--- config.mk ---
export PLATFORM = sky130hd
export DESIGN_NAME = ifd_out_stage
export DESIGN_NICKNAME = d
export VERILOG_FILES = /design/src/rtl/core/ifd_pkg.sv /design/src/rtl/core/ifd_out_stage.sv
export SDC_FILE = /design/constraint.sdc
export NUM_CORES = 1
export LEC_CHECK = 0
export BUFFER_PORTS_ARGS = -buffer_cell sky130_fd_sc_hd__buf_2
export CAP_MARGIN = 15
export CORE_ASPECT_RATIO = 1.1
export CORE_MARGIN = 10
export CORE_UTILIZATION = 30
export CTS_CLUSTER_DIAMETER = 50
export DETAILED_ROUTE_END_ITERATION = 6
export GPL_ROUTABILITY_DRIVEN = 0
export GPL_TIMING_DRIVEN = 0
export PLACE_DENSITY = 0.61
export SYNTH_ARGS = -nofsm -noshare
export SYNTH_HDL_FRONTEND = slang
export SYNTH_SLANG_ARGS = --single-unit
export TNS_END_PERCENT = 100
--- constraint.sdc ---
create_clock -name clk -period 0.84 [get_ports clk]
set_clock_uncertainty 0.2 [all_clocks]
set_input_delay 0.042 -clock clk [delete_from_list [all_inputs] [get_ports clk]]
set_output_delay 0.042 -clock clk [all_outputs]
set_load 0.01 [all_outputs]
--- src/rtl/core/ifd_pkg.sv ---
// ifd_pkg: shared types and constants for the ir frame deframer
// no dependencies; imported by every module of the block
package ifd_pkg;

  localparam logic [7:0] HEAD_BYTE = 8'hAA;
  localparam logic [7:0] TAIL_BYTE = 8'hBB;
  localparam int unsigned BYTE_BITS = 8;
  localparam int unsigned UID_BITS  = 2 * BYTE_BITS;

  // parse position inside a six-byte frame
  typedef enum logic [2:0] {
    PH_HEAD = 3'd0,
    PH_DATA = 3'd1,
    PH_UIDL = 3'd2,
    PH_UIDH = 3'd3,
    PH_COPY = 3'd4,
    PH_TAIL = 3'd5
  } phase_t;

  typedef struct packed {
    logic [BYTE_BITS-1:0] rx_byte;
  } in_item_t;

  typedef struct packed {
    logic                 frame_valid;
    logic [BYTE_BITS-1:0] frame_data;
    logic [UID_BITS-1:0]  frame_uid;
    logic [UID_BITS-1:0]  highest_uid;
  } out_item_t;

  // handshake between the input register and the parser
  typedef struct packed {
    logic                 valid;
    logic [BYTE_BITS-1:0] rx_byte;
  } stage_t;

endpackage

--- src/rtl/core/ifd_out_stage.sv ---
// ifd_out_stage: result register in front of the output channel
// depends on ifd_pkg
module ifd_out_stage
  import ifd_pkg::*;
(
  input  logic      clk,
  input  logic      rst_n,
  input  logic      load,
  input  out_item_t result,
  output logic      can_load,
  output logic      out_valid,
  output out_item_t out_item,
  input  logic      out_ready
);

  logic      valid_r, valid_nxt;
  out_item_t item_r, item_nxt;

  assign can_load = !valid_r || out_ready;

  always_comb begin
    valid_nxt = valid_r;
    item_nxt  = item_r;
    if (load) begin
      valid_nxt = 1'b1;
      item_nxt  = result;
    end else if (out_ready) begin
      valid_nxt = 1'b0;
    end
  end

  always_ff @(posedge clk) begin
    if (!rst_n) begin
      valid_r <= 1'b0;
    end else begin
      valid_r <= valid_nxt;
    end
    item_r <= item_nxt;
  end

  assign out_valid = valid_r;
  assign out_item  = item_r;

endmodule

==> impl_metrics.env <==
export IMPL_rsz0062_at_grt="true"
export IMPL_p_int_mw=3.984
export IMPL_violations="negative hold slack, negative setup slack"
export IMPL_tightest_slew_ns=0.5091
export IMPL_yosys_area_top_type_share=0.9619
export IMPL_clock_sinks=42
export IMPL_period_share=1.290
export IMPL_h_tree_depth=2
export IMPL_rows=24
export IMPL_detail_route_wirelength_um=3651
export IMPL_fin_area_mm2=0.002349
export IMPL_grt_usage=0.1061
export IMPL_numCtsBuffers=5
export IMPL_hold_buffers=42
export IMPL_regArea_mm2=0.001255
export IMPL_pre_cts_ws_ns=-0.4959
export IMPL_synth_seq_area_share=0.9775
export IMPL_grt_pass1_vias=1110
export IMPL_crit_path_end_kind="output pin"
export IMPL_grt_max_degree=43
export IMPL_p_seq_frac=0.509
export IMPL_finalSetupViolCount=52
export IMPL_ys_top_cells_by_area="edfxtp_1 (96%), dfxtp_1 (1.6%), nand2b_4 (1.1%)"
export IMPL_p_clk_frac=0.377
export IMPL_critPathBufInv=1
export IMPL_cp_start_kind="flip-flop"
export IMPL_dr_total_vias=912
export IMPL_viasPerCell=4.000
export IMPL_cp_arrival_ns=0.84
export IMPL_ys_types=5
export IMPL_startpoint="out_valid"
export IMPL_status="finished, violations left"
export IMPL_grt_remaining_overflow=0
export IMPL_postSynthAreaPerCell_um2=28.44
export IMPL_slew_headroom=0.6606
export IMPL_layout_drive_gt1_share=0.5227
export IMPL_num_fill_cells=313
export IMPL_ys_warn_count=0
export IMPL_worstPathRequired_ns=0.60
export IMPL_ir_drop_v=0.001133
export IMPL_comb_power_share=0.114
export IMPL_ys_ff_latch=42
export IMPL_maxCapViolCount=0
export IMPL_syn_area_mm2=0.001280
export IMPL_fp_dieW_um=82.28
export IMPL_antenna_left=0
export IMPL_start_util=0.3157
export IMPL_worstHoldStart="out_ready"
export IMPL_fmax_mhz=922.9
export IMPL_ios=88
export IMPL_min_period_ns=1.084
export IMPL_die_area_mm2=0.007282
export IMPL_area_growth_pct=83.48
export IMPL_leakage_nw=1.049
export IMPL_clk_latency_ns=0.29
export IMPL_die_height_um=88.51
export IMPL_multi_input_area_um2=25.02
export IMPL_io_buffer_count=87
export IMPL_crit_path_max_fanout=2
export IMPL_drc=0
export IMPL_powerDensity_mw_per_mm2=2106
export IMPL_switching_share=0.1945
export IMPL_cts_setup_buffers=0
export IMPL_whs_ns=-0.1751
export IMPL_wl_per_cell_um=16.01
export IMPL_fin_ws_ns=-0.2436
export IMPL_grt_pass1_wl_um=5630
export IMPL_slew_violations=0
export IMPL_path_class="flip-flop to output pin"
export IMPL_placed_cell_area_mm2=0.001782
export IMPL_min_delay_path_class="input pin to flip-flop"
export IMPL_cts_tree="yes"
export IMPL_syn_num_nets=90
export IMPL_fin_nets=220
export IMPL_cp_slowest_cell="dfxtp_4"
export IMPL_cts_clk_slew_worst_paths_ns=0.08
export IMPL_drt_iter0_markers=29
export IMPL_cp_top_family="flip-flops"
export IMPL_synth_largest_area_cell="edfxtp_1"
export IMPL_core_mm2=0.004054
export IMPL_first_pass_iters=4
export IMPL_critPathMaxStageDelay_ns=0.37
export IMPL_path_cells="nand2b_4 > buf_6"
export IMPL_final_hold_viol_count=7
export IMPL_r2r_start="out_valid"
export IMPL_clockBufferDepth=2
export IMPL_antenna_found_initial=0
export IMPL_cts_root_buf="clkbuf_8"
export IMPL_num_antenna_cells=0
export IMPL_p_switching_uw=961.7
export IMPL_synth_cells=45
==> routing by layer <==
layer / GRT usage / wire length (um) / share of wire / vias up
met1: 0.08829 / 1068 / 0.29 / 413
met5: 0 / 0 / 0 / -
li1: - / - / - / 436
met2: 0.1861 / 1982 / 0.54 / 54
met4: 0.04180 / 68 / 0.019 / 0
met3: 0.07809 / 532 / 0.15 / 9
==> synthesized netlist by cell type, drive strengths merged <==
library cell,number
edfxtp,41
a21boi,1
dfxtp,1
inv,1
nand2b,1
==> placed cells by master (no fill, tap or decap) <==
| cell | n |
|---|---|
| buf_2 | 77 |
| inv_1 | 1 |
| dfxtp_4 | 1 |
| dlygate4sd3_1 | 36 |
| clkbuf_8 | 5 |
| nand2b_4 | 1 |
| clkinv_4 | 1 |
| buf_4 | 1 |
| edfxtp_1 | 41 |
| bufinv_16 | 2 |
| buf_6 | 3 |
| a21boi_2 | 1 |
| dlymetal6s4s_1 | 6 |
==> kinds of logic after synthesis <==
family,Yosys count,synth area share
AND/OR/NAND/NOR,1,0.01075
flip-flops,42,0.9775
AO/OA/AOI/OAI,1,0.008797
buffers and inverters,1,0.002930
==> layout make-up <==
type,instances,share of cell area
Clock buffer,5,0.02930
Clock inverter,3,0.02930
Inverter,1,0.001598
Multi-Input combinational cell,2,0.01066
Sequential cell,42,0.5344
Tap cell,52,0.02770
Timing Repair Buffer,123,0.3671
==> power by group through the flow <==
stage / Combinational [mW] / Sequential, mW / Clock (mW)
3_3_place_gp: 0.404 / 2.56 / 0
4_1_cts: 0.576 / 2.52 / 1.92
3_5_place_dp: 0.417 / 2.57 / 0
2_1_floorplan: 0.0107 / 2.66 / 0
6_report: 0.564 / 2.52 / 1.86
5_1_grt: 0.615 / 2.54 / 2.02
==> sequential cells by signal (all words and copies together), names as in the netlist <==
signal / cells
out_item: 41
out_valid: 1
==> worst register-to-register path, delay by kind of cell, from the launching register on <==
| family | cells | cell delay (ns) |
|---|---|---|
| compound gates | 1 | 0.13 |
| flops | 1 | 0.37 |
| simple gates | 1 | 0.06 |
==> final timing paths <==
path                     to  slack [ns]  cells past startpoint
setup reg to reg  out_valid        0.02                      2
hold / removal    out_valid       -0.18                      3
setup / recovery   can_load       -0.24                      2
hold reg to reg   out_valid        0.32                      2
==> repair_timing <==
action | 4_1_cts | 5_1_grt
endpoints found under the hold margin | 42 | 7
setup endpoints to repair | 85 | 55
gates resized for setup | 4 | 7
==> metrics by stage <==
step | total power, mW | cells | setup TNS, ns | util | hold WS (ns)
global route | 5.168 | 228 | -10.68 | 0.5793 | -0.1869
global placement | 2.964 | 184 | -18.71 | 0.4395 | 0.01843
detailed placement | 2.984 | 184 | -20.72 | 0.4395 | 0.02014
floorplan | 2.675 | 45 | 0 | - | -0.05913
CTS | 5.016 | 234 | -9.462 | 0.5815 | -0.1841
finish | 4.946 | 228 | -8.777 | 0.5793 | -0.1751
No activity file was read; power rests on OpenSTA's default activity.
