**src/rtl/core/ifd_pkg.sv**
```systemverilog
// ifd_pkg: shared types and constants for the ir frame deframer
// no dependencies; imported by every module of the block
package ifd_pkg;

  localparam logic [7:0] HEAD_BYTE = 8'hAA;
  localparam logic [7:0] TAIL_BYTE = 8'hBB;
  localparam int unsigned BYTE_BITS = 8;
  localparam int unsigned UID_BITS  = 2 * BYTE_BITS;

  // parse position inside a six-byte frame
  typedef enum logic [2:0] {
    PH_HEAD = 3'd0,
    PH_DATA = 3'd1,
    PH_UIDL = 3'd2,
    PH_UIDH = 3'd3,
    PH_COPY = 3'd4,
    PH_TAIL = 3'd5
  } phase_t;

  typedef struct packed {
    logic [BYTE_BITS-1:0] rx_byte;
  } in_item_t;

  typedef struct packed {
    logic                 frame_valid;
    logic [BYTE_BITS-1:0] frame_data;
    logic [UID_BITS-1:0]  frame_uid;
    logic [UID_BITS-1:0]  highest_uid;
  } out_item_t;

  // handshake between the input register and the parser
  typedef struct packed {
    logic                 valid;
    logic [BYTE_BITS-1:0] rx_byte;
  } stage_t;

endpackage

```
**src/rtl/core/ifd_parser.sv**
```systemverilog
// ifd_parser: frame parse state, held payload and uid, running uid maximum
// depends on ifd_pkg
module ifd_parser
  import ifd_pkg::*;
(
  input  logic                 clk,
  input  logic                 rst_n,
  input  logic                 advance,
  input  logic [BYTE_BITS-1:0] rx_byte,
  output out_item_t            result
);

  phase_t               phase_r, phase_nxt;
  logic [BYTE_BITS-1:0] payload_r, payload_nxt;
  logic [UID_BITS-1:0]  uid_r, uid_nxt;
  logic [UID_BITS-1:0]  max_r, max_nxt;
  phase_t               ph;
  logic                 done;

  always_comb begin
    ph          = (rx_byte == HEAD_BYTE) ? PH_HEAD : phase_r;
    phase_nxt   = PH_HEAD;
    payload_nxt = payload_r;
    uid_nxt     = uid_r;
    max_nxt     = max_r;
    done        = 1'b0;
    unique case (ph)
      PH_DATA: begin
        payload_nxt = rx_byte;
        phase_nxt   = PH_UIDL;
      end
      PH_UIDL: begin
        uid_nxt   = {{BYTE_BITS{1'b0}}, rx_byte};
        phase_nxt = PH_UIDH;
      end
      PH_UIDH: begin
        uid_nxt   = {rx_byte, uid_r[BYTE_BITS-1:0]};
        phase_nxt = PH_COPY;
      end
      PH_COPY: begin
        phase_nxt = (rx_byte == payload_r) ? PH_TAIL : PH_HEAD;
      end
      PH_TAIL: begin
        if (rx_byte == TAIL_BYTE) begin
          done = 1'b1;
          if (uid_r > max_r) begin
            max_nxt = uid_r;
          end
        end
        phase_nxt = PH_HEAD;
      end
      default: begin
        // waiting for header; unused codes behave the same
        phase_nxt = (rx_byte == HEAD_BYTE) ? PH_DATA : PH_HEAD;
      end
    endcase
  end

  always_comb begin
    result.frame_valid = done;
    result.frame_data  = done ? payload_r : '0;
    result.frame_uid   = done ? uid_r : '0;
    result.highest_uid = max_nxt;
  end

  always_ff @(posedge clk) begin
    if (!rst_n) begin
      phase_r   <= PH_HEAD;
      payload_r <= '0;
      uid_r     <= '0;
      max_r     <= '0;
    end else if (advance) begin
      phase_r   <= phase_nxt;
      payload_r <= payload_nxt;
      uid_r     <= uid_nxt;
      max_r     <= max_nxt;
    end
  end

endmodule

```
**config.mk**
```make
export PLATFORM = sky130hd
export DESIGN_NAME = ifd_parser
export DESIGN_NICKNAME = d
export VERILOG_FILES = /design/src/rtl/core/ifd_pkg.sv /design/src/rtl/core/ifd_parser.sv
export SDC_FILE = /design/constraint.sdc
export NUM_CORES = 1
export LEC_CHECK = 0
export BUFFER_PORTS_ARGS = -buffer_cell sky130_fd_sc_hd__buf_2
export CORE_AREA = 2 2 85 87
export CTS_BUF_LIST = sky130_fd_sc_hd__clkbuf_16
export DETAILED_ROUTE_END_ITERATION = 16
export DIE_AREA = 0 0 87 89
export PLACE_DENSITY_LB_ADDON = 0.05
export SETUP_SLACK_MARGIN = 0.4
export SLEW_MARGIN = 0
export SYNTH_ARGS = -nofsm -noshare
export SYNTH_HDL_FRONTEND = slang
export SYNTH_SLANG_ARGS = --single-unit
```
**constraint.sdc**
```tcl
create_clock -name clk -period 3.04 [get_ports clk]
set_clock_uncertainty 0.15 [all_clocks]
set_input_delay 0.304 -clock clk [delete_from_list [all_inputs] [get_ports clk]]
set_output_delay 0.304 -clock clk [all_outputs]
set_load 0.01 [all_outputs]
```
==> results.py, run 1 <==
metrics = {
    "status": {
        "status": "finished clean",
    },
    "grt": {
        "antenna_found_initial": 0,
        "grt_pass1_wl_um": 11390,
        "grt_pass1_vias": 2148,
        "grt-ovfl-total": 0,
        "grt_max_degree": 60,
        "track_usage_pct": 18.92,
    },
    "floorplanning": {
        "die_h_um": 89,
        "dieWidth_um": 87,
        "core_mm2": 0.006719,
        "ioPinCount": 52,
        "dieArea_mm2": 0.007743,
        "start_util_pct": 39.87,
        "rows": 30,
    },
    "sta": {
        "setup_viol": 0,
        "period_share_pct": 99.20,
        "rsz0062_at_grt": "true",
        "fin_crit_ps": 3016,
        "max_freq_ghz": 0.3316,
        "worst_slew_pin_slew_ps": 936.2,
        "tns_ps": 0,
        "hold_violations": 0,
        "slew-limit-headroom_pct": 37.58,
        "finalMaxSlewViolations": 0,
    },
    "drt": {
        "vias": 2299,
        "wl_um": 7174,
        "drc": 0,
        "drtAntennaViolNets": 0,
        "via_per_inst": 5.053,
        "wire_per_inst_um": 15.77,
        "drt-initial-drc-count": 52,
        "firstDrtPassIters": 4,
    },
    "final_layout": {
        "fin_util_pct": 55.27,
        "drive_gt1_share_pct": 41.60,
        "syn_to_final_growth_pct": 38.63,
        "final_nets": 401,
        "antenna_cells": 0,
        "stdcell_count": 455,
    },
    "logic_synthesis": {
        "synth_area_per_cell_um2": 9.020,
        "ys_ff_latch": 43,
        "synthCells": 297,
        "synth_cell_types": 46,
        "synthFlopType": "dfxtp_1",
        "synth_edf_count": 0,
        "yosysSeqAreaShare_pct": 32.13,
        "ys_warn_count": 0,
        "synth_area_mm2": 0.002679,
        "syn-num-nets": 324,
        "postSynth.asyncResetShare_pct": 0,
    },
    "setup_path": {
        "critPathArrivalTime_ps": 2560,
        "critPathLaunchType": "register",
        "r2r-end": "max_r[13]",
        "reg2reg_from": "max_r[7]",
        "slowest_stage": "or3_1",
        "crit_type": "register to primary output",
        "cp.required_ps": 2590,
        "path_cells": "inv_2 -> ha_4 -> nand4_1 -> or3_1 -> a21o_1 -> a31oi_4 -> buf_6 -> mux2_4 -> buf_6",
        "path_max_fanout": 5,
        "slowest_delay_ps": 400,
        "crit_path_end_kind": "primary output",
        "r2r_cells": 10,
        "reg2reg_slack_ps": 580,
        "crit_top_cell": "buf_6",
    },
    "hold_path": {
        "hold_end": "uid_r[0]",
        "min_path_type": "input pin to register",
        "min-delay-start": "rx_byte[0]",
        "hold_depth": 3,
    },
    "place": {
        "dp_cells": 431,
        "gp_congestion": 0.8274,
        "port_buffers": 51,
        "hpwl_um": 4759,
    },
    "clock_network": {
        "cts_made_buffers": 5,
        "cts_sinks": 43,
        "cts_max_level": 2,
        "ctsHoldBuffers": 0,
        "clkTransAtPathRegs_ps": 70,
        "root_buffer": "clkbuf_16",
        "cts_tree": "done",
        "clk_latency_ps": 290,
        "cts.path.max_buffers": 2,
    },
    "pwr": {
        "powerDensity_mw_per_mm2": 327.8,
        "p_leak_nw": 1.477,
        "irDropWorstVdd_mv": 0.2419,
        "finalPower_mw": 1.217,
    },
    "job": {
        "cap_violations": 0,
    },
}
[per-stage QoR]
stage | instance area [µm²] | hold slack (ps) | worst slack [ps]
after floorplan | 2679 | 293.6 | 418.2
after global placement | 3102 | 308.5 | 160.9
after detailed placement | 3102 | 316.4 | 150.0
after CTS | 3638 | 192.4 | 51.95
after global routing | 3714 | 211.2 | -41.53
final | 3714 | 188.8 | 24.21
[cell families (layout without fill, tap and decap cells)]
kind of cell	count (synthesis)	count (layout)	synth area share, %
flops	43	43	32.13
xor+xnor	8	8	2.616
buf+inv	31	109	5.231
compound gates	30	30	9.201
simple gates	122	122	25.04
mux	47	47	18.31
fa+ha+maj	16	16	7.473
[timing repair]
item,4_1_cts,5_1_grt
pin swaps,9,6
setup endpoints to repair,16,26
hold endpoints to repair,0,0
buffers inserted,11,5
resized for setup,64,8
[routing by layer]
layer  routed length (µm)  share of wire (%)  track usage [%]
met1                 3547                 49            26.45
met2                 3332                 46            30.95
met3                  235                3.3            3.047
met4                   58               0.81            3.835
met5                    0                  0                0
[synth_stat cells, types with 2 or more instances]
| master | count | area [µm²] |
|---|---|---|
| a31oi_4 | 2 | 42.54 |
| nand3b_1 | 3 | 22.52 |
| clkbuf_1 | 11 | 41.29 |
| dfxtp_1 | 43 | 860.8 |
| nor2b_1 | 18 | 112.6 |
| mux2i_1 | 31 | 310.3 |
| nor3_1 | 3 | 15.01 |
| ha_1 | 16 | 200.2 |
| xnor2_1 | 5 | 43.79 |
| o21ai_0 | 3 | 15.01 |
| a21boi_0 | 9 | 67.56 |
| inv_1 | 16 | 60.06 |
| mux2_2 | 6 | 67.56 |
| nand2_1 | 46 | 172.7 |
| xor2_1 | 3 | 26.28 |
| and2_1 | 24 | 150.1 |
| nand4_1 | 5 | 31.28 |
| mux2_1 | 10 | 112.6 |
| a21oi_1 | 7 | 35.03 |
| or4_1 | 2 | 15.01 |
| nand3_1 | 9 | 45.04 |
[placed cells by master, fill, tap and decap left out, drive strengths merged, types with 2 or more instances in the layout]
cell type / count
nor2: 2
dfxtp: 43
a31oi: 2
mux2i: 31
nand2: 47
or4: 2
a21boi: 9
nand3: 10
clkinvlp: 2
o21ai: 3
and2: 24
nor3: 3
xor2: 3
nand3b: 3
o31ai: 2
buf: 85
nand4: 5
mux2: 16
nor2b: 18
inv: 17
clkbuf: 5
ha: 16
xnor2: 5
nand2b: 2
a21oi: 7
[registers in the layout (all words and copies together), names as in the netlist]
register   count
phase_r        3
max_r         16
uid_r         16
payload_r      8
[final cells by class]
class / instances / area (µm²)
fill: 614 / 3005
multi-input combinational: 223 / 1887
sequential: 43 / 879.6
timing repair buffer: 85 / 638.1
clock buffer: 5 / 125.1
tap: 80 / 100.1
inverter: 16 / 60.06
clock inverter: 3 / 23.77
[critical path, delay by kind of cell (launching register included)]
kind	cells	cell delay [ps]
compound gates	2	490
flops	1	340
buf+inv	3	350
mux	1	300
simple gates	2	520
fa+ha+maj	1	260
[where the power goes]
group	total (mW)	switching (mW)	internal, mW
Combinational	0.0894	0.0511	0.0383
Sequential	0.575	0.00658	0.569
Clock	0.553	0.245	0.308
Total	1.22	0.303	0.915
[how the worst max path moves through the flow]
stage / from / end / cells past startpoint
3_5_place_dp: max_r[15] / result[11] / 9
4_1_cts: max_r[7] / result[2] / 9
3_3_place_gp: max_r[15] / result[11] / 9
5_1_grt: max_r[15] / result[3] / 9
6_report: max_r[7] / result[0] / 9
2_1_floorplan: max_r[14] / result[0] / 8
Note: power is estimated with default switching activity, not from simulation.
==> run 2: changes to the inputs <==
CORE_AREA = 2 2 73 75   (was 2 2 85 87)
DIE_AREA = 0 0 75 77   (was 0 0 87 89)
==> results.py, run 2 (synthesis gave the netlist of run 1 again) <==
metrics = {
    "status": {
        "status": "finished clean",
    },
    "grt": {
        "grt_max_degree": 60,
        "track_usage_pct": 25.54,
        "grt_pass1_vias": 2262,
        "grt_pass1_wl_um": 11100,
        "grt-ovfl-total": 0,
        "antenna_found_initial": 0,
    },
    "sta": {
        "worst_slew_pin_slew_ps": 913.2,
        "hold_violations": 0,
        "slew-limit-headroom_pct": 39.12,
        "setup_viol": 0,
        "setup_slack_ps": 6.255,
        "rsz0062_at_grt": "true",
        "fin_crit_ps": 3034,
        "finalMaxSlewViolations": 0,
        "max_freq_ghz": 0.3296,
        "period_share_pct": 99.79,
        "tns_ps": 0,
    },
    "floorplanning": {
        "core_mm2": 0.004977,
        "rows": 26,
        "start_util_pct": 53.82,
        "ioPinCount": 52,
        "dieWidth_um": 75,
        "die_h_um": 77,
        "dieArea_mm2": 0.005775,
    },
    "setup_path": {
        "slowest_stage": "or3_1",
        "cp.required_ps": 2590,
        "reg2reg_slack_ps": 780,
        "crit_path_end_kind": "primary output",
        "crit_type": "register to primary output",
        "r2r_cells": 8,
        "path_max_fanout": 8,
        "path_cells": "inv_1 -> ha_1 -> nand4_1 -> or3_1 -> a21o_1 -> a31oi_4 -> buf_12 -> mux2_4 -> buf_6",
        "r2r-end": "max_r[12]",
        "slowest_delay_ps": 370,
        "critPathLaunchType": "register",
        "reg2reg_from": "max_r[8]",
        "critPathArrivalTime_ps": 2580,
    },
    "pwr": {
        "finalPower_mw": 1.266,
        "powerDensity_mw_per_mm2": 350.4,
        "irDropWorstVdd_mv": 0.2642,
        "p_leak_nw": 1.434,
    },
    "clock_network": {
        "clk_latency_ps": 290,
        "cts.path.max_buffers": 2,
        "clkTransAtPathRegs_ps": 60,
        "cts_sinks": 43,
        "cts_made_buffers": 5,
        "root_buffer": "clkbuf_16",
        "cts_max_level": 2,
        "cts_tree": "done",
    },
    "final_layout": {
        "final_common_cell": "nand2_1",
        "fin_util_pct": 72.57,
        "layout_common_cells": "nand2_1 (46), buf_2 (35), mux2i_1 (31)",
        "syn_to_final_growth_pct": 34.84,
        "reg_top3": "max_r: 16 flops, uid_r: 16 flops, payload_r: 8 flops",
        "final_nets": 391,
        "drive_gt1_share_pct": 40.00,
        "antenna_cells": 0,
    },
    "hold_path": {
        "hold_end": "uid_r[0]",
        "hold_depth": 3,
        "min_path_type": "input pin to register",
        "min-delay-start": "rx_byte[0]",
    },
    "drt": {
        "via_per_inst": 5.195,
        "met3_length_um": 339,
        "drc": 0,
        "drt-met1-wl_um": 3035,
        "wl_met2_um": 3266,
        "drtAntennaViolNets": 0,
        "wl_um": 6757,
        "vias": 2260,
        "drt-initial-drc-count": 59,
        "wire_per_inst_um": 15.53,
        "highest_layer": "met4",
        "firstDrtPassIters": 4,
    },
    "place": {
        "hpwl_um": 4329,
        "port_buffers": 51,
        "gp_congestion": 0.8048,
        "dp_slack_ps": 120.6,
    },
    "job": {
        "cap_violations": 0,
    },
}
## run 2: changes by cell type in the layout (fill, tap and decap cells not counted), moves of 2 or more
cell | previous run | this run
buf_6 | 20 | 18
clkinvlp_4 | 2 | 0
buf_4 | 29 | 21
dfxtp_1 | 28 | 26
dfxtp_2 | 15 | 17
## run 2: critical path: cells and delay by family (launching register included)
family | cells | cell delay [ps]
buffers and inverters | 3 | 360
AND/OR/NAND/NOR | 2 | 510
flip-flops | 1 | 340
AO/OA/AOI/OAI | 2 | 490
multiplexers | 1 | 320
adder cells (fa/ha/maj) | 1 | 270
## run 2: power by group
part           internal, mW  switching (mW)
clock                 0.383           0.225
combinational        0.0334          0.0477
sequential            0.569         0.00666
## run 2: how the worst max path moves through the flow
| stage | start | depth (start not counted) | to |
|---|---|---|---|
| 4_1_cts | max_r[14] | 9 | result[1] |
| 5_1_grt | max_r[15] | 9 | result[11] |
| 6_report | max_r[8] | 9 | result[11] |
| 3_5_place_dp | max_r[15] | 9 | result[1] |
| 3_3_place_gp | max_r[15] | 9 | result[1] |
| 2_1_floorplan | max_r[14] | 8 | result[0] |
## run 2: layout make-up
class | instances | area [µm²]
repair buffers | 75 | 555.5
flip-flops and latches | 43 | 882.1
multi-input cells | 223 | 1863
clock buffers | 5 | 125.1
inverters | 16 | 60.06
fillers | 386 | 1365
well taps | 70 | 87.58
clock inverters | 3 | 38.79
## run 2: per-layer routing
layer,up-vias,GRT usage [%]
li1,1146,-
met1,1044,33.01
met5,-,0
met2,59,40.70
met4,0,9.643
met3,11,5.782
## run 2: timing repair
item,in CTS,in global routing
setup buffers,10,0
hold buffers,0,0
gates resized for setup,66,4
endpoints found under the setup margin,16,16
pin swaps,7,2
## run 2: metrics by stage
step | hold slack, ps | area [µm²] | cells
floorplan | 293.6 | 2679 | 297
global placement | 303.0 | 3059 | 417
detailed placement | 317.4 | 3059 | 417
CTS | 192.6 | 3592 | 435
global route | 221.5 | 3612 | 435
finish | 185.7 | 3612 | 435
