==> src/rtl/core/ifd_pkg.sv <==
// ifd_pkg: shared types and constants for the ir frame deframer
// no dependencies; imported by every module of the block
package ifd_pkg;

  localparam logic [7:0] HEAD_BYTE = 8'hAA;
  localparam logic [7:0] TAIL_BYTE = 8'hBB;
  localparam int unsigned BYTE_BITS = 8;
  localparam int unsigned UID_BITS  = 2 * BYTE_BITS;

  // parse position inside a six-byte frame
  typedef enum logic [2:0] {
    PH_HEAD = 3'd0,
    PH_DATA = 3'd1,
    PH_UIDL = 3'd2,
    PH_UIDH = 3'd3,
    PH_COPY = 3'd4,
    PH_TAIL = 3'd5
  } phase_t;

  typedef struct packed {
    logic [BYTE_BITS-1:0] rx_byte;
  } in_item_t;

  typedef struct packed {
    logic                 frame_valid;
    logic [BYTE_BITS-1:0] frame_data;
    logic [UID_BITS-1:0]  frame_uid;
    logic [UID_BITS-1:0]  highest_uid;
  } out_item_t;

  // handshake between the input register and the parser
  typedef struct packed {
    logic                 valid;
    logic [BYTE_BITS-1:0] rx_byte;
  } stage_t;

endpackage

==> src/rtl/core/ifd_in_stage.sv <==
// ifd_in_stage: input register for received bytes
// depends on ifd_pkg
module ifd_in_stage
  import ifd_pkg::*;
(
  input  logic                 clk,
  input  logic                 rst_n,
  input  logic                 in_valid,
  input  logic [BYTE_BITS-1:0] in_byte,
  output logic                 in_ready,
  input  logic                 take,
  output stage_t               stage
);

  logic                 valid_r, valid_nxt;
  logic [BYTE_BITS-1:0] byte_r, byte_nxt;
  logic                 load;

  // reload whenever the held byte is gone or leaves this cycle
  assign in_ready = !valid_r || take;
  assign load     = in_valid && in_ready;

  always_comb begin
    valid_nxt = valid_r;
    byte_nxt  = byte_r;
    if (load) begin
      valid_nxt = 1'b1;
      byte_nxt  = in_byte;
    end else if (take) begin
      valid_nxt = 1'b0;
    end
  end

  always_ff @(posedge clk) begin
    if (!rst_n) begin
      valid_r <= 1'b0;
    end else begin
      valid_r <= valid_nxt;
    end
    byte_r <= byte_nxt;
  end

  assign stage.valid   = valid_r;
  assign stage.rx_byte = byte_r;

endmodule

==> config.mk <==
export PLATFORM = sky130hd
export DESIGN_NAME = ifd_in_stage
export DESIGN_NICKNAME = d
export VERILOG_FILES = /design/src/rtl/core/ifd_pkg.sv /design/src/rtl/core/ifd_in_stage.sv
export SDC_FILE = /design/constraint.sdc
export NUM_CORES = 1
export LEC_CHECK = 0
export BUFFER_PORTS_ARGS = -buffer_cell sky130_fd_sc_hd__buf_4
export CAP_MARGIN = 10
export CORE_AREA = 2 2 39 41
export CTS_CLUSTER_DIAMETER = 60
export CTS_CLUSTER_SIZE = 14
export DETAILED_ROUTE_END_ITERATION = 6
export DIE_AREA = 0 0 41 43
export GPL_ROUTABILITY_DRIVEN = 1
export GPL_TIMING_DRIVEN = 0
export PLACE_DENSITY_LB_ADDON = 0.1
export SLEW_MARGIN = 15
export SYNTH_ARGS = -nofsm -noshare
export SYNTH_HDL_FRONTEND = slang
export SYNTH_SLANG_ARGS = --single-unit
==> constraint.sdc <==
create_clock -name clk -period 1.1 [get_ports clk]
set_input_delay 0.11 -clock clk [delete_from_list [all_inputs] [get_ports clk]]
set_output_delay 0.11 -clock clk [all_outputs]
set_load 0.02 [all_outputs]
==> flow_metrics.py, run 1 <==
metrics = {
    "yosys": {
        "synth_area_leader_cell": "edfxtp_1",
        "yosys-top-cells-area": "edfxtp_1, dfxtp_1, nand2b_4, a21boi_2, and2_4",
        "ys_ff_latch": 9,
        "syn_area_per_cell_um2": 21.8,
        "syn-num-nets": 26,
        "synth_seq_area_share": 0.852,
        "yosysWarnings": 0,
        "netlist_area_um2": 305,
        "synth.distinct_cells": 7,
        "syn_inst": 14,
        "synth_top_area_frac": 0.787,
    },
    "layout": {
        "drive_gt1_frac": 0.718,
        "nets": 52,
        "fin_util": 0.368,
        "final_area_um2": 509,
        "layout_common_cells": "buf_4, edfxtp_1, clkbuf_4",
        "areaGrowthSynthToFinish_pct": 66.8,
        "antennaDiodeCount": 0,
        "final_common_cell": "buf_4",
    },
    "timing": {
        "hold_violations": 0,
        "setup_violations": 0,
        "rsz0062_at_grt": "no",
        "slew_viol_final": 0,
        "max_freq_mhz": 1010,
        "period_needed_ns": 0.985,
        "fin_crit_sh": 0.896,
        "tightest_slew_ns": 0.134,
        "worst_clock_skew_ns": 0.000303,
        "setup_tns_ns": 0,
        "relSlewSlack": 0.911,
    },
    "setup_path": {
        "cp-start-kind": "register",
        "crit_chain": "buf_4 > buf_4",
        "crit_required_ns": 0.99,
        "cp_max_fo": 2,
        "endpoint_kind": "output pin",
        "path_common_cell": "buf_4",
        "ff2ff_path_depth": 2,
        "criticalPathCategory": "reg -> out",
        "critical_path_arrival_ns": 0.88,
        "slowest_stage": "dfxtp_1",
        "slowest_delay_ns": 0.37,
    },
    "global_route": {
        "grt_pass1_wl_um": 786,
        "grtUsageTotal": 0.0741,
        "overflow": 0,
        "antenna_found_initial": 0,
        "first_global_vias": 212,
        "grt_max_degree": 9,
    },
    "drt": {
        "detail-route-antenna-nets": 0,
        "via_count": 199,
        "drt_iter0_markers": 8,
        "wire_per_inst_um": 9.65,
        "viasPerCell": 3.62,
        "dr.pass1.iters": 3,
        "post-route-drc-count": 0,
        "drt-total-wl_um": 531,
    },
    "cts": {
        "htree_levels": 1,
        "post_cts_buffers": 0,
        "clk_pin_slew_ns": 0.06,
        "clock_path_buffers": 2,
        "cts_made_buffers": 3,
        "insertion_delay_ns": 0.25,
        "cts.sinks": 9,
        "cts_hold_buf": 0,
        "cts_resized": 0,
        "root_buffer": "clkbuf_4",
        "cts_tree": "done",
    },
    "placement": {
        "gp_congestion": 0.514,
        "placed_cell_area_um2": 483,
        "port_buffers": 21,
    },
    "pwr": {
        "power.density_nw_per_um2": 1490,
        "max-vdd-ir-drop_uv": 539,
        "leakagePower_nw": 0.227,
    },
    "worst_hold_path": {
        "min_path_type": "in -> reg",
        "holdPathStages": 1,
    },
    "die": {
        "die-area_um2": 1760,
        "die_w_um": 41,
        "initial_core_util": 0.221,
        "ios": 22,
        "die_h_um": 43,
        "fp-row-count": 14,
        "core_area_um2": 1380,
    },
    "outcome": {
        "outcome": "finished, final reports clean",
    },
    "flow_run": {
        "maxCapViolCount": 0,
    },
}
[synthesized netlist by cell type, drive strengths merged]
| cell | instances |
|---|---|
| a21boi | 1 |
| and2 | 1 |
| buf | 1 |
| dfxtp | 1 |
| edfxtp | 8 |
| inv | 1 |
| nand2b | 1 |
[final cells by class]
type | count | area (µm²)
fill | 144 | 875
sequential | 9 | 260
timing repair buffer | 21 | 158
multi-input combinational | 3 | 33.8
clock buffer | 4 | 26.3
tap | 16 | 20.0
buffer | 1 | 7.51
inverter | 1 | 3.75
[registers in the layout, indices dropped and copies added (netlist names)]
register and flops:
byte_r 8, valid_r 1
[power by group]
group | switching [mW] | internal, mW
sequential | 0.00640 | 0.395
combinational | 0.0487 | 0.0599
clock | 0.110 | 0.139
[worst max-delay path: cells and delay by family, from the launching register on]
kind	cells	cell delay, ns
buffers and inverters	2	0.24
flip-flops	1	0.37
[routing by layer]
layer,vias to the layer above,share of wire,global-route usage
met4,0,0,0.0600
met1,89,0.32,0.0600
li1,98,-,-
met5,-,0,0
met3,0,0.11,0.0471
met2,12,0.57,0.116
[final timing paths]
kind                    from        end  slack (ns)
hold reg to reg      valid_r    valid_r        0.51
hold / removal    in_byte[5]  byte_r[5]        0.03
setup / recovery     valid_r   stage[8]        0.11
setup reg to reg     valid_r  byte_r[2]        0.18
[per-stage QoR]
| step | total power [mW] | std cells | worst slack (ns) | hold WS [ns] |
|---|---|---|---|---|
| after floorplan | 0.457 | 14 | 0.182 | 0.209 |
| after global placement | 0.518 | 51 | 0.205 | 0.289 |
| after detailed placement | 0.520 | 51 | 0.185 | 0.290 |
| after CTS | 0.773 | 55 | 0.0935 | 0.0184 |
| after global routing | 0.798 | 55 | 0.0790 | 0.0133 |
| final | 0.760 | 55 | 0.115 | 0.0283 |
[kinds of logic (layout without fill, tap and decap cells)]
group | count (synthesis) | after routing | synth area share
DFF | 9 | 9 | 0.852
and+or+nand+nor | 2 | 2 | 0.0738
buffers and inverters | 2 | 27 | 0.0369
AOI/OAI and AO/OA | 1 | 1 | 0.0369
No activity file was read; power rests on OpenSTA's default activity.
==> run 2: changes to the inputs <==
--- a/config.mk
+++ b/config.mk
@@ -8,6 +8,7 @@
 export BUFFER_PORTS_ARGS = -buffer_cell sky130_fd_sc_hd__buf_4
 export CAP_MARGIN = 10
 export CORE_AREA = 2 2 39 41
+export CTS_BUF_LIST = sky130_fd_sc_hd__clkbuf_8
 export CTS_CLUSTER_DIAMETER = 60
 export CTS_CLUSTER_SIZE = 14
 export DETAILED_ROUTE_END_ITERATION = 6
==> run 2 against run 1 <==
  * Global-route usage down 0.71 points
  * Sequential power hardly changed
  * Design area increased by 3.7%
  * Clock-buffer cell count is 1 lower
  * Fmax rose by 4.2%
==> flow_metrics.py, run 2 (same netlist as run 1, synthesis figures left out) <==
metrics = {
    "pwr": {
        "power.density_nw_per_um2": 1640,
        "leakagePower_nw": 0.239,
        "max-vdd-ir-drop_uv": 870,
    },
    "setup_path": {
        "cp_max_fo": 2,
        "cp-start-kind": "register",
        "slowest_delay_ns": 0.37,
        "endpoint_kind": "output pin",
        "path_common_cell": "buf_4",
        "criticalPathCategory": "reg -> out",
        "slowest_stage": "dfxtp_1",
        "crit_required_ns": 0.99,
        "crit_chain": "buf_4 > buf_4",
        "critical_path_arrival_ns": 0.84,
        "ff2ff_path_depth": 2,
    },
    "timing": {
        "max_freq_mhz": 1060,
        "setup_tns_ns": 0,
        "hold_violations": 0,
        "setup_slack_ns": 0.155,
        "fin_crit_sh": 0.859,
        "worst_clock_skew_ns": 0.000700,
        "rsz0062_at_grt": "no",
        "period_needed_ns": 0.945,
        "slew_viol_final": 0,
        "setup_violations": 0,
        "holdWs_ns": 0.0630,
        "relSlewSlack": 0.911,
        "tightest_slew_ns": 0.134,
    },
    "layout": {
        "nets": 52,
        "layout_common_cells": "buf_4, edfxtp_1, clkbuf_8, inv_1",
        "regMostFlops": "byte_r",
        "reg_top3": "byte_r: 8 flops, valid_r: 1 flops",
        "drive_gt1_frac": 0.718,
        "final_common_cell": "buf_4",
        "areaGrowthSynthToFinish_pct": 73.0,
        "antennaDiodeCount": 0,
        "largest_reg_flops": 8,
    },
    "drt": {
        "viasPerCell": 3.67,
        "dr.pass1.iters": 1,
        "drt_iter0_markers": 0,
        "post-route-drc-count": 0,
        "via_count": 202,
        "wire_per_inst_um": 8.82,
        "drt-total-wl_um": 485,
        "detail-route-antenna-nets": 0,
    },
    "worst_hold_path": {
        "min_path_type": "in -> reg",
        "holdPathStages": 1,
    },
    "cts": {
        "htree_levels": 1,
        "post_cts_buffers": 0,
        "clk_pin_slew_ns": 0.04,
        "root_buffer": "clkbuf_8",
        "cts_hold_buf": 0,
        "cts.sinks": 9,
        "clock_path_buffers": 2,
        "insertion_delay_ns": 0.22,
        "cts_made_buffers": 3,
        "cts_resized": 0,
        "cts_tree": "done",
    },
    "global_route": {
        "antenna_found_initial": 0,
        "first_global_vias": 219,
        "overflow": 0,
        "grtUsageTotal": 0.0670,
        "grt_max_degree": 9,
        "grt_pass1_wl_um": 765,
    },
    "placement": {
        "port_buffers": 21,
        "gp_congestion": 0.514,
        "place_ws_ns": 0.185,
    },
    "die": {
        "fp-row-count": 14,
        "core_area_um2": 1380,
        "die-area_um2": 1760,
        "ios": 22,
        "initial_core_util": 0.221,
        "die_w_um": 41,
        "die_h_um": 43,
    },
    "flow_run": {
        "maxCapViolCount": 0,
    },
    "outcome": {
        "outcome": "finished, final reports clean",
    },
}
-- run 2: power by group --
group	internal, mW	total (mW)	switching, mW
Clock	0.241	0.352	0.111
Combinational	0.0599	0.108	0.0481
Sequential	0.397	0.404	0.00638
Total	0.698	0.864	0.165
-- run 2: final timing paths --
kind / from / end / slack [ns]
worst max register to register: valid_r / byte_r[3] / 0.19
worst min register to register: valid_r / valid_r / 0.50
worst min-delay path: in_byte[5] / byte_r[5] / 0.06
worst max-delay path: valid_r / stage[8] / 0.15
-- run 2: through the flow --
step	instance area [µm²]	std cells	total power, mW	utilization
after floorplan	305	14	0.457	-
after global placement	483	51	0.518	0.349
after detailed placement	483	51	0.520	0.349
final	528	55	0.864	0.382
after CTS	528	55	0.880	0.382
after global routing	528	55	0.914	0.382
-- run 2: critical path: cells and delay by family, from the launching register on --
kind	cells	cell delay, ns
buffers and inverters	2	0.24
flip-flops	1	0.37
-- run 2: routing by layer --
layer  part of all wire  routed length, µm  track usage  vias to the layer above
met2               0.60                290        0.122                       12
met5                  0                  0            0                        -
met3               0.12                 57       0.0471                        0
met4                  0                  0       0.0200                        0
met1               0.28                138       0.0500                       90
li1                   -                  -            -                      100
-- run 2: layout make-up --
type                    instances  area (µm²)
plain buffers                   1        7.51
clock buffers                   3        41.3
clock inverters                 1        3.75
fillers                       139         856
inverters                       1        3.75
multi-input cells               3        33.8
flip-flops and latches          9         260
well taps                      16        20.0
repair buffers                 21         158
==> run 3: changes to the inputs <==
--- a/config.mk
+++ b/config.mk
@@ -5,7 +5,6 @@
 export SDC_FILE = /design/constraint.sdc
 export NUM_CORES = 1
 export LEC_CHECK = 0
-export BUFFER_PORTS_ARGS = -buffer_cell sky130_fd_sc_hd__buf_4
 export CAP_MARGIN = 10
 export CORE_AREA = 2 2 39 41
 export CTS_BUF_LIST = sky130_fd_sc_hd__clkbuf_8
@@ -13,6 +12,7 @@
 export CTS_CLUSTER_SIZE = 14
 export DETAILED_ROUTE_END_ITERATION = 6
 export DIE_AREA = 0 0 41 43
+export DONT_BUFFER_PORTS = 1
 export GPL_ROUTABILITY_DRIVEN = 1
 export GPL_TIMING_DRIVEN = 0
 export PLACE_DENSITY_LB_ADDON = 0.1
==> run 3 against run 2 <==
  * Fmax down 0.57%
  * Register-to-register slack worse by 0.04 ns
  * Worst setup slack worse by 0.0054 ns
  * Clock-buffer cell count unchanged
  * Critical path type is now reg -> reg
==> flow_metrics.py, run 3 (same netlist as run 1, synthesis figures left out) <==
metrics = {
    "global_route": {
        "grtUsageTotal": 0.0659,
        "overflow": 0,
        "grt_max_degree": 9,
        "antenna_found_initial": 0,
        "grt_pass1_wl_um": 703,
        "first_global_vias": 174,
    },
    "cts": {
        "root_buffer": "clkbuf_8",
        "clock_path_buffers": 2,
        "cts_tree": "done",
        "clk_pin_slew_ns": 0.04,
        "cts_made_buffers": 3,
        "htree_levels": 1,
        "post_cts_buffers": 0,
        "insertion_delay_ns": 0.22,
        "cts.sinks": 9,
    },
    "drt": {
        "post-route-drc-count": 0,
        "detail-route-antenna-nets": 0,
        "drt_iter0_markers": 0,
        "highest_layer": "met3",
        "via_count": 156,
        "drt-total-wl_um": 423,
        "dr.pass1.iters": 1,
        "wire_per_inst_um": 10.1,
        "wl_met3_um": 44,
        "met1_length_um": 131,
        "viasPerCell": 3.71,
        "wl_met2_um": 247,
    },
    "timing": {
        "setup_tns_ns": 0,
        "setup_violations": 0,
        "max_freq_mhz": 1050,
        "rsz0062_at_grt": "no",
        "relSlewSlack": 0.862,
        "tightest_slew_ns": 0.207,
        "hold_violations": 0,
        "period_needed_ns": 0.951,
        "worst_clock_skew_ns": 0.000465,
        "fin_crit_sh": 0.864,
        "holdWs_ns": 0.0224,
        "slew_viol_final": 0,
    },
    "die": {
        "die_w_um": 41,
        "die_h_um": 43,
        "die-area_um2": 1760,
        "ios": 22,
        "fp-row-count": 14,
        "core_area_um2": 1380,
        "initial_core_util": 0.221,
    },
    "worst_hold_path": {
        "min_path_type": "in -> reg",
    },
    "setup_path": {
        "endpoint_kind": "register",
        "crit_chain": "nand2b_4 > and2_4",
        "ff2ff_path_depth": 2,
        "cp-endpoint": "byte_r[0]",
        "crit_required_ns": 1.03,
        "criticalPathCategory": "reg -> reg",
        "r2r_setup_slack_ns": 0.15,
        "cp-startpoint": "valid_r",
        "r2r-start": "valid_r",
        "cp_max_fo": 8,
        "timing.rr.end": "byte_r[0]",
        "critical_path_arrival_ns": 0.88,
        "slowest_stage": "dfxtp_1",
        "cp-start-kind": "register",
        "slowest_delay_ns": 0.32,
    },
    "layout": {
        "layout_common_cells": "edfxtp_1, dlygate4sd3_1, clkbuf_8, inv_1",
        "nets": 39,
        "areaGrowthSynthToFinish_pct": 47.5,
        "regMostFlops": "byte_r",
        "drive_gt1_frac": 0.269,
        "reg_top3": "byte_r: 8 flops, valid_r: 1 flops",
        "antennaDiodeCount": 0,
        "largest_reg_flops": 8,
    },
    "pwr": {
        "power.density_nw_per_um2": 1840,
        "leakagePower_nw": 0.172,
        "max-vdd-ir-drop_uv": 560,
        "total_power_mw": 0.831,
    },
    "placement": {
        "port_buffers": 0,
        "gp_congestion": 0.480,
    },
    "flow_run": {
        "maxCapViolCount": 0,
    },
    "outcome": {
        "outcome": "finished, final reports clean",
    },
}
==> run 3: changes by cell type in the layout (fill, tap and decap cells not counted), sizes merged <==
cell         before  now
buf              22    1
dlygate4sd3       0    8
==> run 3: repair_timing <==
action | in CTS | in global routing
hold endpoints to repair | 8 | 0
gates resized for setup | 0 | 0
hold buffers | 8 | 0
==> run 3: layer usage <==
layer | vias up | global-route usage
met4 | 0 | 0.0600
met1 | 72 | 0.0598
met5 | - | 0
met3 | 0 | 0.0366
li1 | 72 | -
met2 | 12 | 0.0969
==> run 3: through the flow <==
stage | instances | worst slack [ns] | utilization | area [µm²]
floorplan | 14 | 0.182 | - | 305
global placement | 30 | 0.144 | 0.235 | 325
detailed placement | 30 | 0.141 | 0.235 | 325
CTS | 42 | 0.136 | 0.325 | 450
global route | 42 | 0.105 | 0.325 | 450
finish | 42 | 0.149 | 0.325 | 450
==> run 3: worst min path at each step <==
stage           endpoint        from  depth (start not counted)
2_1_floorplan  byte_r[0]  in_byte[0]                          0
3_3_place_gp   byte_r[4]  in_byte[4]                          0
4_1_cts          valid_r    in_valid                          2
5_1_grt          valid_r    in_valid                          2
6_report         valid_r    in_valid                          2
3_5_place_dp   byte_r[4]  in_byte[4]                          0
==> run 3: cell type report <==
type	instances	area (µm²)
clock inverter	1	3.75
clock buffer	3	41.3
fill	143	933
sequential	9	260
tap	16	20.0
inverter	1	3.75
multi-input combinational	3	33.8
buffer	1	7.51
timing repair buffer	8	80.1
==> run 3: worst max-delay path, delay by kind of cell, from the launching register on <==
| kind | cells | cell delay (ns) |
|---|---|---|
| and+or+nand+nor | 2 | 0.33 |
| DFF | 1 | 0.32 |
==> run 3: power by group <==
group / internal (mW) / switching [mW] / total (mW)
Clock: 0.241 / 0.112 / 0.354
Sequential: 0.399 / 0.0292 / 0.428
Combinational: 0.0300 / 0.0190 / 0.0490
Total: 0.670 / 0.160 / 0.831
